## config.mk

```make
export PLATFORM = sky130hd
export DESIGN_NAME = netpbm_stream_to_pixels_unit_flat
export DESIGN_NICKNAME = d
export VERILOG_FILES = /design/src/rtl/npbm_pkg.sv /design/src/rtl/npbm_in_if.sv /design/src/rtl/npbm_out_if.sv /design/src/rtl/npbm_div.sv /design/src/rtl/netpbm_stream_to_pixels_unit.sv /design/src/flat_wrapper.sv
export SDC_FILE = /design/constraint.sdc
export NUM_CORES = 1
export LEC_CHECK = 0
export ABC_CLOCK_PERIOD_IN_PS = 6350
export BUFFER_PORTS_ARGS = -buffer_cell sky130_fd_sc_hd__buf_2
export CAP_MARGIN = 10
export CORE_MARGIN = 3
export CORE_UTILIZATION = 57
export CTS_CLUSTER_SIZE = 10
export DETAILED_ROUTE_END_ITERATION = 12
export GPL_ROUTABILITY_DRIVEN = 0
export MAX_ROUTING_LAYER = met4
export PLACE_DENSITY = 0.78
export SYNTH_ARGS = -nofsm -noshare
export SYNTH_HDL_FRONTEND = slang
export SYNTH_SLANG_ARGS = --single-unit
```

## constraint.sdc

```tcl
create_clock -name clk -period 6.35 [get_ports clk]
set_input_delay 0.9525 -clock clk [delete_from_list [all_inputs] [get_ports clk]]
set_output_delay 0.9525 -clock clk [all_outputs]
set_load 0.1 [all_outputs]
```

## src/rtl/npbm_pkg.sv

```systemverilog
// ============================================================================
// npbm_pkg
// Types, constants and codes of the binary netpbm stream decoder.
// ============================================================================
package npbm_pkg;

    // Default largest image dimension
    localparam int MAX_DIMENSION_DEF = 4096;

    // Fixed field widths
    localparam int COORD_W    = 12;
    localparam int LEVEL_W    = 8;
    localparam int DIVIDEND_W = 2 * LEVEL_W;
    localparam int CFG_IDX_W  = 3;
    localparam int CFG_DATA_W = 12;

    // Header characters
    localparam logic [7:0] CH_P       = 8'h50;
    localparam logic [7:0] CH_SIX     = 8'h36;
    localparam logic [7:0] CH_FIVE    = 8'h35;
    localparam logic [7:0] CH_HASH    = 8'h23;
    localparam logic [7:0] CH_NEWLINE = 8'h0A;
    localparam logic [7:0] CH_SPACE   = 8'h20;
    localparam logic [7:0] CH_ZERO    = 8'h30;
    localparam logic [7:0] CH_NINE    = 8'h39;

    // Level cap for the maximum level header number
    localparam int LEVEL_CAP = 255;

    // Configuration register indexes
    localparam logic [CFG_IDX_W-1:0] CFG_ORIGIN_X   = 3'd0;
    localparam logic [CFG_IDX_W-1:0] CFG_ORIGIN_Y   = 3'd1;
    localparam logic [CFG_IDX_W-1:0] CFG_LIMIT_X    = 3'd2;
    localparam logic [CFG_IDX_W-1:0] CFG_LIMIT_Y    = 3'd3;
    localparam logic [CFG_IDX_W-1:0] CFG_OUT_LEVELS = 3'd4;

    // Color channel positions within a P6 pixel
    localparam logic [1:0] CHAN_RED   = 2'd0;
    localparam logic [1:0] CHAN_GREEN = 2'd1;
    localparam logic [1:0] CHAN_BLUE  = 2'd2;

    // Header parse phase
    typedef enum logic [3:0] {
        PH_MAGIC_P     = 4'd0,
        PH_MAGIC_KIND  = 4'd1,
        PH_MAGIC_TAIL  = 4'd2,
        PH_LINE_START  = 4'd3,
        PH_COMMENT     = 4'd4,
        PH_WIDTH       = 4'd5,
        PH_WIDTH_TAIL  = 4'd6,
        PH_HEIGHT      = 4'd7,
        PH_HEIGHT_TAIL = 4'd8,
        PH_LEVEL       = 4'd9,
        PH_LEVEL_TAIL  = 4'd10,
        PH_PIXELS      = 4'd11
    } phase_t;

    // Sample sequencer state
    typedef enum logic [1:0] {
        SQ_IDLE   = 2'd0,
        SQ_MUL    = 2'd1,
        SQ_DIV    = 2'd2,
        SQ_FINISH = 2'd3
    } seq_t;

    // Divider request and response
    typedef struct packed {
        logic                  start;
        logic [DIVIDEND_W-1:0] dividend;
        logic [LEVEL_W-1:0]    divisor;
    } div_req_t;

    typedef struct packed {
        logic               done;
        logic [LEVEL_W-1:0] quotient;
    } div_rsp_t;

endpackage

```

## src/rtl/npbm_in_if.sv

```systemverilog
// ============================================================================
// npbm_in_if
// Byte stream channel: one file byte and its end-of-file mark per transfer.
// ============================================================================
interface npbm_in_if;
    import npbm_pkg::*;

    logic               valid;
    logic               ready;
    logic [LEVEL_W-1:0] data_byte;
    logic               end_of_file;

    modport source (output valid, data_byte, end_of_file, input ready);
    modport sink   (input valid, data_byte, end_of_file, output ready);

endinterface

```

## src/rtl/npbm_out_if.sv

```systemverilog
// ============================================================================
// npbm_out_if
// Pixel channel: one placed, scaled pixel per transfer.
// ============================================================================
interface npbm_out_if;
    import npbm_pkg::*;

    logic               valid;
    logic               ready;
    logic [COORD_W-1:0] pixel_x;
    logic [COORD_W-1:0] pixel_y;
    logic [LEVEL_W-1:0] red;
    logic [LEVEL_W-1:0] green;
    logic [LEVEL_W-1:0] blue;

    modport source (output valid, pixel_x, pixel_y, red, green, blue, input ready);
    modport sink   (input valid, pixel_x, pixel_y, red, green, blue, output ready);

endinterface

```

## src/rtl/npbm_div.sv

```systemverilog
// ============================================================================
// npbm_div
// Radix-2 restoring divider, one quotient bit per cycle, shared by all samples.
// ============================================================================
module npbm_div (
    input  logic               clk,
    input  logic               rst_n,
    input  npbm_pkg::div_req_t req,
    output npbm_pkg::div_rsp_t rsp
);
    import npbm_pkg::*;

    localparam int CNT_W = $clog2(DIVIDEND_W);
    localparam logic [CNT_W-1:0] LAST_STEP = CNT_W'(DIVIDEND_W - 1);

    logic                  busy_reg, busy_next;
    logic                  done_reg, done_next;
    logic [CNT_W-1:0]      count_reg, count_next;
    logic [DIVIDEND_W-1:0] work_reg, work_next;
    logic [LEVEL_W-1:0]    rem_reg, rem_next;
    logic [LEVEL_W-1:0]    divisor_reg, divisor_next;

    logic [LEVEL_W:0]      shifted;
    logic [LEVEL_W:0]      diff;

    // One restoring step: shift in the next dividend bit, subtract if it fits
    always_comb
    begin
        busy_next    = busy_reg;
        done_next    = 1'b0;
        count_next   = count_reg;
        work_next    = work_reg;
        rem_next     = rem_reg;
        divisor_next = divisor_reg;
        shifted      = {rem_reg, work_reg[DIVIDEND_W-1]};
        diff         = shifted - {1'b0, divisor_reg};

        if (req.start)
        begin
            busy_next    = 1'b1;
            count_next   = '0;
            work_next    = req.dividend;
            rem_next     = '0;
            divisor_next = req.divisor;
        end
        else if (busy_reg)
        begin
            if (shifted >= {1'b0, divisor_reg})
            begin
                rem_next  = diff[LEVEL_W-1:0];
                work_next = {work_reg[DIVIDEND_W-2:0], 1'b1};
            end
            else
            begin
                rem_next  = shifted[LEVEL_W-1:0];
                work_next = {work_reg[DIVIDEND_W-2:0], 1'b0};
            end
            count_next = count_reg + 1'b1;
            if (count_reg == LAST_STEP)
            begin
                busy_next = 1'b0;
                done_next = 1'b1;
            end
        end
    end

    // Control registers
    always_ff @(posedge clk or negedge rst_n)
    begin
        if (!rst_n)
        begin
            busy_reg  <= 1'b0;
            done_reg  <= 1'b0;
            count_reg <= '0;
        end
        else
        begin
            busy_reg  <= busy_next;
            done_reg  <= done_next;
            count_reg <= count_next;
        end
    end

    // Datapath registers
    always_ff @(posedge clk)
    begin
        work_reg    <= work_next;
        rem_reg     <= rem_next;
        divisor_reg <= divisor_next;
    end

    // Quotient fits the low bits since the sample is below the maximum level
    assign rsp.done     = done_reg;
    assign rsp.quotient = work_reg[LEVEL_W-1:0];

endmodule

```

## src/rtl/netpbm_stream_to_pixels_unit.sv

```systemverilog
// ============================================================================
// netpbm_stream_to_pixels_unit
// Binary PGM (P5) / PPM (P6) stream decoder producing placed, scaled pixels.
// ============================================================================
// Usage:
//   stream  - sink of file bytes; end_of_file marks the last byte of a file,
//             after which the parser waits for a new magic line.
//   pixels  - source of placed pixels (gray repeated on all channels for P5).
//   cfg_*   - write port for origin, clip limits and output full scale; the
//             user must write it only while the block is idle (not enforced).
// Sequencing:
//   Header bytes and ignored bytes are taken without dropping ready.
//   A sample byte at or above the maximum level passes accept, multiply
//   and finish; any other passes accept, multiply, 16 radix-2 divider steps,
//   quotient pickup and finish. The block takes one byte at a time and drops
//   ready until that byte is finished.
//   A pixel leaves through an output register; the next byte is accepted while
//   it waits. If the receiver stalls, any sample holds in its finish step
//   until the register frees, and ready stays low meanwhile.
// Reset:
//   Parser returns to the magic line, registers take their reset values and
//   the output register empties.
// ============================================================================
module netpbm_stream_to_pixels_unit #(
    parameter int MAX_DIMENSION = npbm_pkg::MAX_DIMENSION_DEF
) (
    input  logic                           clk,
    input  logic                           rst_n,
    npbm_in_if.sink                        stream,
    npbm_out_if.source                     pixels,
    input  logic                           cfg_we,
    input  logic [npbm_pkg::CFG_IDX_W-1:0]  cfg_index,
    input  logic [npbm_pkg::CFG_DATA_W-1:0] cfg_data
);
    import npbm_pkg::*;

    localparam int DIM_W = $clog2(MAX_DIMENSION + 1);
    localparam int ACC_W = (DIM_W > LEVEL_W) ? DIM_W : LEVEL_W;
    localparam int MUL_W = ACC_W + 4;
    localparam int POS_W = ((DIM_W > COORD_W) ? DIM_W : COORD_W) + 1;
    localparam logic [MUL_W-1:0] DIM_CAP = MUL_W'(MAX_DIMENSION);
    localparam logic [MUL_W-1:0] LVL_CAP = MUL_W'(LEVEL_CAP);

    // Configuration registers
    logic [COORD_W-1:0] origin_x_reg, origin_y_reg, limit_x_reg, limit_y_reg;
    logic [LEVEL_W-1:0] out_levels_reg;

    // Parser state
    phase_t             phase_reg, phase_next;
    logic [ACC_W-1:0]   acc_reg, acc_next;
    logic [DIM_W-1:0]   width_reg, width_next;
    logic [DIM_W-1:0]   height_reg, height_next;
    logic [LEVEL_W-1:0] max_level_reg, max_level_next;
    logic               color_reg, color_next;
    logic [DIM_W-1:0]   col_reg, col_next;
    logic [DIM_W-1:0]   row_reg, row_next;
    logic [1:0]         chan_reg, chan_next;
    logic               stopped_reg, stopped_next;

    // Sample sequencer
    seq_t               sq_reg, sq_next;
    logic [LEVEL_W-1:0] sample_reg, sample_next;
    logic               eof_reg, eof_next;
    logic [LEVEL_W-1:0] value_reg, value_next;
    logic [LEVEL_W-1:0] red_hold_reg, red_hold_next;
    logic [LEVEL_W-1:0] green_hold_reg, green_hold_next;

    // Output register
    logic               out_valid_reg, out_valid_next;
    logic [COORD_W-1:0] out_x_reg, out_x_next, out_y_reg, out_y_next;
    logic [LEVEL_W-1:0] out_r_reg, out_r_next, out_g_reg, out_g_next;
    logic [LEVEL_W-1:0] out_b_reg, out_b_next;

    // Divider link
    div_req_t           div_req;
    div_rsp_t           div_rsp;

    // Header number helpers
    logic               accept;
    logic [7:0]         b;
    logic               is_digit;
    logic               level_phase;
    logic               width_phase;
    logic               tail_phase;
    logic [7:0]         delim;
    logic [ACC_W-1:0]   acc_eff;
    logic [MUL_W-1:0]   acc_x10;
    logic [MUL_W-1:0]   acc_capped;

    // Pixel placement helpers
    logic [POS_W-1:0]   x_sum, y_sum;
    logic [DIM_W-1:0]   col_inc, row_inc;

    assign accept = stream.valid && stream.ready;
    assign stream.ready = (sq_reg == SQ_IDLE);
    assign b = stream.data_byte;

    // Decimal accumulate with saturation
    always_comb
    begin
        is_digit    = b inside {[CH_ZERO:CH_NINE]};
        level_phase = phase_reg inside {PH_LEVEL, PH_LEVEL_TAIL};
        width_phase = phase_reg inside {PH_WIDTH, PH_WIDTH_TAIL, PH_LINE_START};
        tail_phase  = phase_reg inside {PH_WIDTH_TAIL, PH_HEIGHT_TAIL, PH_LEVEL_TAIL};
        delim       = width_phase ? CH_SPACE : CH_NEWLINE;
        acc_eff     = (phase_reg == PH_LINE_START) ? '0 : acc_reg;
        acc_x10     = {1'b0, acc_eff, 3'b000} + {3'b000, acc_eff, 1'b0}
                      + {{(MUL_W-4){1'b0}}, b[3:0]};
        if (level_phase)
            acc_capped = (acc_x10 > LVL_CAP) ? LVL_CAP : acc_x10;
        else
            acc_capped = (acc_x10 > DIM_CAP) ? DIM_CAP : acc_x10;
    end

    // Placement arithmetic
    assign x_sum   = POS_W'(origin_x_reg) + POS_W'(col_reg);
    assign y_sum   = POS_W'(origin_y_reg) + POS_W'(row_reg);
    assign col_inc = col_reg + 1'b1;
    assign row_inc = row_reg + 1'b1;

    // Parser and sequencer next state
    always_comb
    begin : seq_comb
        logic pixel_go;
        logic clear;
        logic do_pixel;
        logic [LEVEL_W-1:0] pr, pg, pb;

        pixel_go        = 1'b0;
        clear           = 1'b0;
        do_pixel        = 1'b0;
        pr              = value_reg;
        pg              = value_reg;
        pb              = value_reg;

        phase_next      = phase_reg;
        acc_next        = acc_reg;
        width_next      = width_reg;
        height_next     = height_reg;
        max_level_next  = max_level_reg;
        color_next      = color_reg;
        col_next        = col_reg;
        row_next        = row_reg;
        chan_next       = chan_reg;
        stopped_next    = stopped_reg;
        sq_next         = sq_reg;
        sample_next     = sample_reg;
        eof_next        = eof_reg;
        value_next      = value_reg;
        red_hold_next   = red_hold_reg;
        green_hold_next = green_hold_reg;
        div_req.start    = 1'b0;
        div_req.dividend = DIVIDEND_W'(sample_reg) * DIVIDEND_W'(out_levels_reg);
        div_req.divisor  = max_level_reg;

        out_valid_next  = out_valid_reg && !pixels.ready;
        out_x_next      = out_x_reg;
        out_y_next      = out_y_reg;
        out_r_next      = out_r_reg;
        out_g_next      = out_g_reg;
        out_b_next      = out_b_reg;

        case (sq_reg)
            SQ_IDLE:
            begin
                if (accept && !stopped_reg)
                begin
                    case (phase_reg)
                        PH_MAGIC_P:
                        begin
                            if (b == CH_P)
                                phase_next = PH_MAGIC_KIND;
                            else
                                stopped_next = 1'b1;
                        end
                        PH_MAGIC_KIND:
                        begin
                            if (b == CH_SIX)
                            begin
                                color_next = 1'b1;
                                phase_next = PH_MAGIC_TAIL;
                            end
                            else if (b == CH_FIVE)
                            begin
                                color_next = 1'b0;
                                phase_next = PH_MAGIC_TAIL;
                            end
                            else
                                stopped_next = 1'b1;
                        end
                        PH_MAGIC_TAIL, PH_COMMENT:
                        begin
                            if (b == CH_NEWLINE)
                                phase_next = PH_LINE_START;
                        end
                        PH_LINE_START, PH_WIDTH, PH_WIDTH_TAIL, PH_HEIGHT,
                        PH_HEIGHT_TAIL, PH_LEVEL, PH_LEVEL_TAIL:
                        begin
                            if ((phase_reg == PH_LINE_START) && (b == CH_HASH))
                                phase_next = PH_COMMENT;
                            else if (b == delim)
                            begin
                                acc_next = '0;
                                if (width_phase)
                                begin
                                    width_next = acc_eff[DIM_W-1:0];
                                    phase_next = PH_HEIGHT;
                                end
                                else if (!level_phase)
                                begin
                                    height_next = acc_eff[DIM_W-1:0];
                                    phase_next  = PH_LEVEL;
                                end
                                else
                                begin
                                    max_level_next = acc_eff[LEVEL_W-1:0];
                                    phase_next     = PH_PIXELS;
                                    col_next       = '0;
                                    row_next       = '0;
                                    chan_next      = CHAN_RED;
                                    if ((acc_eff[LEVEL_W-1:0] == '0) || (width_reg == '0)
                                        || (height_reg == '0))
                                        stopped_next = 1'b1;
                                end
                            end
                            else if (!tail_phase && is_digit)
                            begin
                                acc_next = acc_capped[ACC_W-1:0];
                                if (phase_reg == PH_LINE_START)
                                    phase_next = PH_WIDTH;
                            end
                            else if (width_phase)
                            begin
                                acc_next   = acc_eff;
                                phase_next = PH_WIDTH_TAIL;
                            end
                            else if (level_phase)
                                phase_next = PH_LEVEL_TAIL;
                            else
                                phase_next = PH_HEIGHT_TAIL;
                        end
                        PH_PIXELS:
                        begin
                            pixel_go    = 1'b1;
                            sample_next = b;
                            eof_next    = stream.end_of_file;
                            sq_next     = SQ_MUL;
                        end
                        default:
                            stopped_next = 1'b1;
                    endcase
                end
                if (accept && stream.end_of_file && !pixel_go)
                    clear = 1'b1;
            end

            // Saturate, or hand the product to the divider
            SQ_MUL:
            begin
                if (sample_reg >= max_level_reg)
                begin
                    value_next = out_levels_reg;
                    sq_next    = SQ_FINISH;
                end
                else
                begin
                    div_req.start = 1'b1;
                    sq_next       = SQ_DIV;
                end
            end

            SQ_DIV:
            begin
                if (div_rsp.done)
                begin
                    value_next = div_rsp.quotient;
                    sq_next    = SQ_FINISH;
                end
            end

            // Gather channels, place and clip the pixel
            SQ_FINISH:
            begin
                if (!out_valid_reg || pixels.ready)
                begin
                    if (color_reg && (chan_reg == CHAN_RED))
                    begin
                        red_hold_next = value_reg;
                        chan_next     = CHAN_GREEN;
                    end
                    else if (color_reg && (chan_reg == CHAN_GREEN))
                    begin
                        green_hold_next = value_reg;
                        chan_next       = CHAN_BLUE;
                    end
                    else
                    begin
                        do_pixel  = 1'b1;
                        chan_next = CHAN_RED;
                        if (color_reg)
                        begin
                            pr = red_hold_reg;
                            pg = green_hold_reg;
                        end
                    end

                    if (do_pixel)
                    begin
                        if (y_sum > POS_W'(limit_y_reg))
                            stopped_next = 1'b1;
                        else
                        begin
                            if (x_sum <= POS_W'(limit_x_reg))
                            begin
                                out_valid_next = 1'b1;
                                out_x_next     = x_sum[COORD_W-1:0];
                                out_y_next     = y_sum[COORD_W-1:0];
                                out_r_next     = pr;
                                out_g_next     = pg;
                                out_b_next     = pb;
                            end
                            if (col_inc >= width_reg)
                            begin
                                col_next = '0;
                                row_next = row_inc;
                                if (row_inc >= height_reg)
                                    stopped_next = 1'b1;
                            end
                            else
                                col_next = col_inc;
                        end
                    end

                    clear   = eof_reg;
                    sq_next = SQ_IDLE;
                end
            end

            default:
                sq_next = SQ_IDLE;
        endcase

        // End of file: back to the magic line
        if (clear)
        begin
            phase_next     = PH_MAGIC_P;
            acc_next       = '0;
            width_next     = '0;
            height_next    = '0;
            max_level_next = '0;
            color_next     = 1'b0;
            col_next       = '0;
            row_next       = '0;
            chan_next      = CHAN_RED;
            stopped_next   = 1'b0;
        end
    end

    // Shared divider
    npbm_div u_div (
        .clk   (clk),
        .rst_n (rst_n),
        .req   (div_req),
        .rsp   (div_rsp)
    );

    // Configuration writes
    always_ff @(posedge clk or negedge rst_n)
    begin
        if (!rst_n)
        begin
            origin_x_reg   <= '0;
            origin_y_reg   <= '0;
            limit_x_reg    <= '1;
            limit_y_reg    <= '1;
            out_levels_reg <= '1;
        end
        else if (cfg_we)
        begin
            case (cfg_index)
                CFG_ORIGIN_X:   origin_x_reg   <= cfg_data[COORD_W-1:0];
                CFG_ORIGIN_Y:   origin_y_reg   <= cfg_data[COORD_W-1:0];
                CFG_LIMIT_X:    limit_x_reg    <= cfg_data[COORD_W-1:0];
                CFG_LIMIT_Y:    limit_y_reg    <= cfg_data[COORD_W-1:0];
                CFG_OUT_LEVELS: out_levels_reg <= cfg_data[LEVEL_W-1:0];
                default:        ;
            endcase
        end
    end

    // Control state
    always_ff @(posedge clk or negedge rst_n)
    begin
        if (!rst_n)
        begin
            phase_reg     <= PH_MAGIC_P;
            acc_reg       <= '0;
            width_reg     <= '0;
            height_reg    <= '0;
            max_level_reg <= '0;
            color_reg     <= 1'b0;
            col_reg       <= '0;
            row_reg       <= '0;
            chan_reg      <= CHAN_RED;
            stopped_reg   <= 1'b0;
            sq_reg        <= SQ_IDLE;
            eof_reg       <= 1'b0;
            out_valid_reg <= 1'b0;
        end
        else
        begin
            phase_reg     <= phase_next;
            acc_reg       <= acc_next;
            width_reg     <= width_next;
            height_reg    <= height_next;
            max_level_reg <= max_level_next;
            color_reg     <= color_next;
            col_reg       <= col_next;
            row_reg       <= row_next;
            chan_reg      <= chan_next;
            stopped_reg   <= stopped_next;
            sq_reg        <= sq_next;
            eof_reg       <= eof_next;
            out_valid_reg <= out_valid_next;
        end
    end

    // Payload
    always_ff @(posedge clk)
    begin
        sample_reg     <= sample_next;
        value_reg      <= value_next;
        red_hold_reg   <= red_hold_next;
        green_hold_reg <= green_hold_next;
        out_x_reg      <= out_x_next;
        out_y_reg      <= out_y_next;
        out_r_reg      <= out_r_next;
        out_g_reg      <= out_g_next;
        out_b_reg      <= out_b_next;
    end

    assign pixels.valid   = out_valid_reg;
    assign pixels.pixel_x = out_x_reg;
    assign pixels.pixel_y = out_y_reg;
    assign pixels.red     = out_r_reg;
    assign pixels.green   = out_g_reg;
    assign pixels.blue    = out_b_reg;

endmodule

```

## src/flat_wrapper.sv

```systemverilog
// flat-port wrapper written by rule: the top's interface ports become plain ports
module netpbm_stream_to_pixels_unit_flat import npbm_pkg::*;
#(
    parameter int MAX_DIMENSION = npbm_pkg::MAX_DIMENSION_DEF
)
  (clk, rst_n, cfg_we, cfg_index, cfg_data, stream_valid, stream_data_byte, stream_end_of_file, stream_ready, pixels_valid, pixels_pixel_x, pixels_pixel_y, pixels_red, pixels_green, pixels_blue, pixels_ready);
  npbm_in_if stream_i ();
  npbm_out_if pixels_i ();
  input  logic clk;
  input  logic rst_n;
  input  logic cfg_we;
  input  logic [npbm_pkg::CFG_IDX_W-1:0] cfg_index;
  input  logic [npbm_pkg::CFG_DATA_W-1:0] cfg_data;
  input wire logic [$bits(stream_i.valid)-1:0] stream_valid;
  input wire logic [$bits(stream_i.data_byte)-1:0] stream_data_byte;
  input wire logic [$bits(stream_i.end_of_file)-1:0] stream_end_of_file;
  output wire logic [$bits(stream_i.ready)-1:0] stream_ready;
  output wire logic [$bits(pixels_i.valid)-1:0] pixels_valid;
  output wire logic [$bits(pixels_i.pixel_x)-1:0] pixels_pixel_x;
  output wire logic [$bits(pixels_i.pixel_y)-1:0] pixels_pixel_y;
  output wire logic [$bits(pixels_i.red)-1:0] pixels_red;
  output wire logic [$bits(pixels_i.green)-1:0] pixels_green;
  output wire logic [$bits(pixels_i.blue)-1:0] pixels_blue;
  input wire logic [$bits(pixels_i.ready)-1:0] pixels_ready;
  assign stream_i.valid = stream_valid;
  assign stream_i.data_byte = stream_data_byte;
  assign stream_i.end_of_file = stream_end_of_file;
  assign stream_ready = stream_i.ready;
  assign pixels_valid = pixels_i.valid;
  assign pixels_pixel_x = pixels_i.pixel_x;
  assign pixels_pixel_y = pixels_i.pixel_y;
  assign pixels_red = pixels_i.red;
  assign pixels_green = pixels_i.green;
  assign pixels_blue = pixels_i.blue;
  assign pixels_i.ready = pixels_ready;
  netpbm_stream_to_pixels_unit #(.MAX_DIMENSION(MAX_DIMENSION)) u_core (.clk(clk), .rst_n(rst_n), .stream(stream_i), .pixels(pixels_i), .cfg_we(cfg_we), .cfg_index(cfg_index), .cfg_data(cfg_data));
endmodule
```

# ---- Word level (Yosys, flattened, before mapping)
# Cells that the tools add are included.
dict set report op_classes {
  add_sub_neg 8
  multipliers 1
  div 0
  magnitude_cmp 10
  eq_ne 59
  shift 0
  muxes 147
  n_bitwise 2
  reduce_logical 65
}
# cell count
set op_table {}
lappend op_table {{$mux W13} 42}
lappend op_table {{$mux W8} 17}
lappend op_table {{$mux W4} 15}
lappend op_table {{$pmux W13 S2} 2}
lappend op_table {{$mux W1} 45}
lappend op_table {{$mux W16} 2}
lappend op_table {{$mux W2} 16}
lappend op_table {{$ne A4 B4 Y1 const B} 8}
lappend op_table {{$add A12 B13 Y14} 2}
lappend op_table {{$add A13 B1 Y13 const B} 2}
lappend op_table {{$ge A13 B13 Y1} 2}
lappend op_table {{$logic_not A13 Y1} 2}
lappend op_table {{$eq A8 B6 Y1 const B} 3}
lappend op_table {{$ne A3 B3 Y1 const B} 7}
lappend op_table {{$reduce_and A7 Y1} 3}
lappend op_table {{$eq A4 B4 Y1 const B} 5}
lappend op_table {{$reduce_bool A2 Y1} 10}
lappend op_table {{$add A16 B14 Y17} 1}
lappend op_table {{$add A17 B4 Y17} 1}
lappend op_table {{$gt A17 B13 Y1 const B} 1}
lappend op_table {{$gt A17 B8 Y1 const B} 1}
lappend op_table {{$eq A4 B3 Y1 const B} 4}
lappend op_table {{$mul A8 B8 Y16} 1}
lappend op_table {{$pmux W4 S4} 1}
lappend op_table {{other kinds (53)} 99}
dict set report totals {
  ff_bits 259
  latchBits 0
  mem_bits_rw 0
  rom_bits 0
  input_bits 29
  output_inout_bits 50
  elab_cells 325
  memories 0
}

# ---- Logic depth before layout (Yosys ltp)
dict set report logic_depth {
  depth_word 14
  ltp_mapped 20
  depth_no_buf 19
}

# ---- By module
# A second synthesis with hierarchy kept.
dict set report hier_totals {
  cells_unflattened 1659
  hier_area_um2 17055.1
}
# mod n_inst cells_each area_per_inst_um2 seq_area_each_um2
set by_module_without_submodules {}
lappend by_module_without_submodules {netpbm_stream_to_pixels_unit 1 1476 14998.1 5970.7}
lappend by_module_without_submodules {npbm_div 1 183 2057.0 1031.0}

# ---- Worst setup path before layout
# OpenSTA, ideal clock, no wires.
dict set report synth_path {
  kind {reg-to-reg}
  startpoint {register u_core.row_reg[0]}
  endpoint {register u_core.out_b_reg[0] (netlist: u_core.pixels.blue[0]) (enable)}
  setup_time_ns 0.454
  arrival_ns 5.903
  required_ns 5.896
  slack_ns -0.007
  path_stages_with_launch 18
  n_path_buf 0
  synth_period_minus_slack_ns 6.357
  path_cell_list {dfrtp_1 -> ha_1 -> fa_1 -> a21o_1 -> a21oi_1 -> o21ai_1 -> a2111oi_2 -> nor2_1 -> xnor2_1 -> ha_1 -> and3_1 -> a221o_1 -> a21oi_1 -> a21oi_1 -> a211oi_2 -> nand2_1 -> or3_1 -> nor2_1}
}
dict set report synth_between {
  elab_chain_len 4
}
# item line_no
set synth_rtl {}
lappend synth_rtl {{start: declaration} netpbm_stream_to_pixels_unit.sv:56} ;# logic [DIM_W-1:0] row_reg, row_next;
lappend synth_rtl {{start signal: assignment} netpbm_stream_to_pixels_unit.sv:419} ;# row_reg <= row_next;
lappend synth_rtl {{$add A12 B13 Y14} netpbm_stream_to_pixels_unit.sv:117} ;# assign y_sum = POS_W'(origin_y_reg) + POS_W'(row_reg);
lappend synth_rtl {{net u_core.y_sum[10]} netpbm_stream_to_pixels_unit.sv:91} ;# logic [POS_W-1:0] x_sum, y_sum;
lappend synth_rtl {{$gt A14 B12 Y1} netpbm_stream_to_pixels_unit.sv:309} ;# if (y_sum > POS_W'(limit_y_reg))
lappend synth_rtl {{$not A1 Y1 (no line)} --}
lappend synth_rtl {{$reduce_and A5 Y1 (no line)} --}
lappend synth_rtl {{end signal: assignment} netpbm_stream_to_pixels_unit.sv:439} ;# out_b_reg <= out_b_next;
lappend synth_rtl {{end: declaration} netpbm_stream_to_pixels_unit.sv:72} ;# logic [LEVEL_W-1:0] out_b_reg, out_b_next;
# The timed path passes the listed nets, and every way through them passes these cells.
# A chain may end at the register's enable or synchronous reset.

# ---- Worst setup path after layout
dict set report layout_path {
  startpoint {register u_core.row_reg[0]}
  endpoint {register u_core.out_r_reg[5] (netlist: u_core.pixels.red[5]) (enable)}
}
dict set report layout_between {
  elab_chain_len 4
}
# item line_no
set layout_rtl {}
lappend layout_rtl {{$add A12 B13 Y14} netpbm_stream_to_pixels_unit.sv:117}
lappend layout_rtl {{net u_core.y_sum[10]} netpbm_stream_to_pixels_unit.sv:91}
lappend layout_rtl {{$gt A14 B12 Y1} netpbm_stream_to_pixels_unit.sv:309}
lappend layout_rtl {{$not A1 Y1 (no line)} --}
lappend layout_rtl {{$reduce_and A5 Y1 (no line)} --}
lappend layout_rtl {{end signal: assignment} netpbm_stream_to_pixels_unit.sv:437} ;# out_r_reg <= out_r_next;
lappend layout_rtl {{end: declaration} netpbm_stream_to_pixels_unit.sv:71} ;# logic [LEVEL_W-1:0] out_r_reg, out_r_next, out_g_reg, out_g_next;
# The timed path passes the listed nets, and every way through them passes these cells.

==> metrics.yaml <==
worstPathArrival_ns: 5.58
largest_reg_flops: 16
clockBufferDepth: 3
p_leak_nw: 8.56
worstMarginPinSlew_ns: 1.14
timing.max_cap.violations: 0
syn_area_per_cell_um2: 10.2
antenna_found_initial: 0
power_frac_clock: 0.228
final_nets: 1957
relSlewSlack: 0.242
drtAntennaViolNets: 0
finalHoldViolCount: 0
syn_area_mm2: 0.0169
drive_gt1_frac: 0.158
yosysTopAreaCellShare: 0.185
ys_types: 89
viasPerCell: 5.95
grt_pass1_vias: 12600
yosysMostFrequentCell: "nand2_1"
drv_slew: 0
drc: 0
peakVddDrop_mv: 0.284
dieArea_mm2: 0.0318
comb_power_share: 0.417
grt_pass1_wl_mm: 62.9
start_util: 0.583
chipHeight_um: 178
final_util: 0.640
setup_viol: 0
rows: 62
ys_ff_latch: 259
synthArstFlopShare: 0.568
ios: 79
p_switching_mw: 2.73
port_buffers: 78
top_layer: "met4"
status: "finished clean"
yosysWarnings: 0
power_density_mw_per_mm2: 381
cts_hold_buf: 0
synth_edf_count: 104
wl_met1_mm: 16.7
route.met3.wl_mm: 2.31
clkLatencyLatePin_ns: 0.54
cts-resized-gates: 0
area_growth_syn_to_layout_pct: 9.83
cts_setup_buffers: 0
fin_crit_sh: 0.851
p_int_mw: 4.35
drtIter0Drc: 1008
htreeDepth: 1
synth_area_leader_cell: "edfxtp_1"
cts_buffers: 30
critPathCaptureType: "register"
start_kind: "register"
cts-root-buf: "clkbuf_16"
wl_per_cell_um: 17.9
met2WireLength_mm: 18.3
cts_tree: "done"
coreArea_mm2: 0.0290
die_w_um: 178
crit_fanout: 48
place_hpwl_mm: 28.3
critPathKind: "reg -> reg"
hp-class: "in -> async"
worstPathRequired_ns: 6.52
path_clk_slew_ns: 0.06
synth_fp_nets: 1891
ys.flop_type: "dfrtp_1"
synth_cells: 1664
finClkSkew_ns: 0.0108
period_needed_ns: 5.41
track_usage: 0.251
rsz0062_at_grt: "false"
dr.pass1.iters: 5
synthTopCellsByArea: "edfxtp_1 (18%), dfrtp_1 (17%), ha_1 (12%)"
grt-ovfl-total: 0
vias: 12700
max_freq_mhz: 185
sw_frac_of_total: 0.386
power_frac_seq: 0.355
diodes: 0
seq_area_frac_synth: 0.414
clkSinkCount: 259
synth_common_cells: "nand2_1 (197), ha_1 (158), inv_1 (151)"
wirelength_mm: 38.3
grt_max_degree: 92
setup_tns_ns: 0
[cell usage in the layout, fill, tap and decap left out, drive strengths merged, types with 22 or more instances in the layout]
cell type,n
nor2b,23
o21ai,86
dfstp,32
a21o,31
fa,40
and2,43
nor2,77
ha,158
edfxtp,104
buf,91
nand2b,22
dfrtp,115
inv,152
nand2,200
nor3,32
xnor2,38
a21oi,73
clkbuf,51
xor2,25
mux2,79
nand3,43
[routing by layer]
layer / up-vias / GRT usage
met3: 72 / 0.0281
met2: 444 / 0.418
met5: - / -
met4: 0 / 0.0643
li1: 6008 / -
met1: 6173 / 0.330
[worst paths after layout]
path	startpoint	to	slack, ns	depth (start not counted)
setup reg to reg	u_core.row_reg[0]	u_core.pixels.red[5]	0.94	18
setup / recovery	u_core.row_reg[0]	u_core.pixels.red[5]	0.94	18
hold / removal	rst_n	u_core.phase_reg[1]	0.46	1
hold reg to reg	u_core.max_level_reg[5]	u_core.u_div.divisor_reg[5]	0.48	0
min in group clk	u_core.max_level_reg[5]	u_core.u_div.divisor_reg[5]	0.48	0
max in group asynchronous	rst_n	u_core.origin_y_reg[4]	4.58	2
[metrics by stage]
step	power (mW)	cell area, um2	hold WS [ns]	setup slack [ns]	std cells
3_5_place_dp	5.46	17700	0.472	1.01	2082
5_1_grt	7.58	18600	0.496	0.606	2134
6_report	7.08	18600	0.456	0.944	2134
4_1_cts	7.09	18600	0.476	0.946	2134
3_3_place_gp	5.32	17700	0.471	1.17	2082
2_1_floorplan	4.74	16900	0.441	0.781	1664
[layout make-up]
type / count / area [um2]
Fill cell: 2278 / 10400
Multi-Input combinational cell: 1195 / 9130
Sequential cell: 259 / 7000
Clock buffer: 51 / 871
Inverter: 153 / 577
Timing Repair Buffer: 91 / 494
Tap cell: 384 / 480
Clock inverter: 1 / 30.0
[critical path: stages (launching register included)]
cell	delay, ns
dfrtp_1	0.45
ha_1	0.27
fa_1	0.47
a21o_1	0.19
a21oi_1	0.26
o21ai_1	0.14
a2111oi_2	0.36
nor2_1	0.16
xnor2_1	0.24
ha_1	0.28
and3_1	0.18
a221o_1	0.32
a21oi_1	0.16
a21oi_1	0.10
a211oi_2	0.28
nand2_1	0.14
or3_1	0.43
nor2_4	0.12
buf_4	0.49
[power groups by stage]
stage | Combinational, mW | Clock [mW] | Sequential (mW)
detailed placement | 2.92 | 0 | 2.54
finish | 2.95 | 1.61 | 2.51
global placement | 2.81 | 0 | 2.51
global route | 3.32 | 1.70 | 2.56
floorplan | 2.24 | 0 | 2.50
CTS | 2.95 | 1.63 | 2.51
[cells by family after synthesis]
logic type / synth area share
adders and majority gates: 0.165
and+or+nand+nor: 0.154
muxes: 0.0573
AOI/OAI and AO/OA: 0.129
xor gates and xnor gates: 0.0326
buffers and inverters: 0.0480
DFF: 0.414
Power figures use the tool's default switching activity.
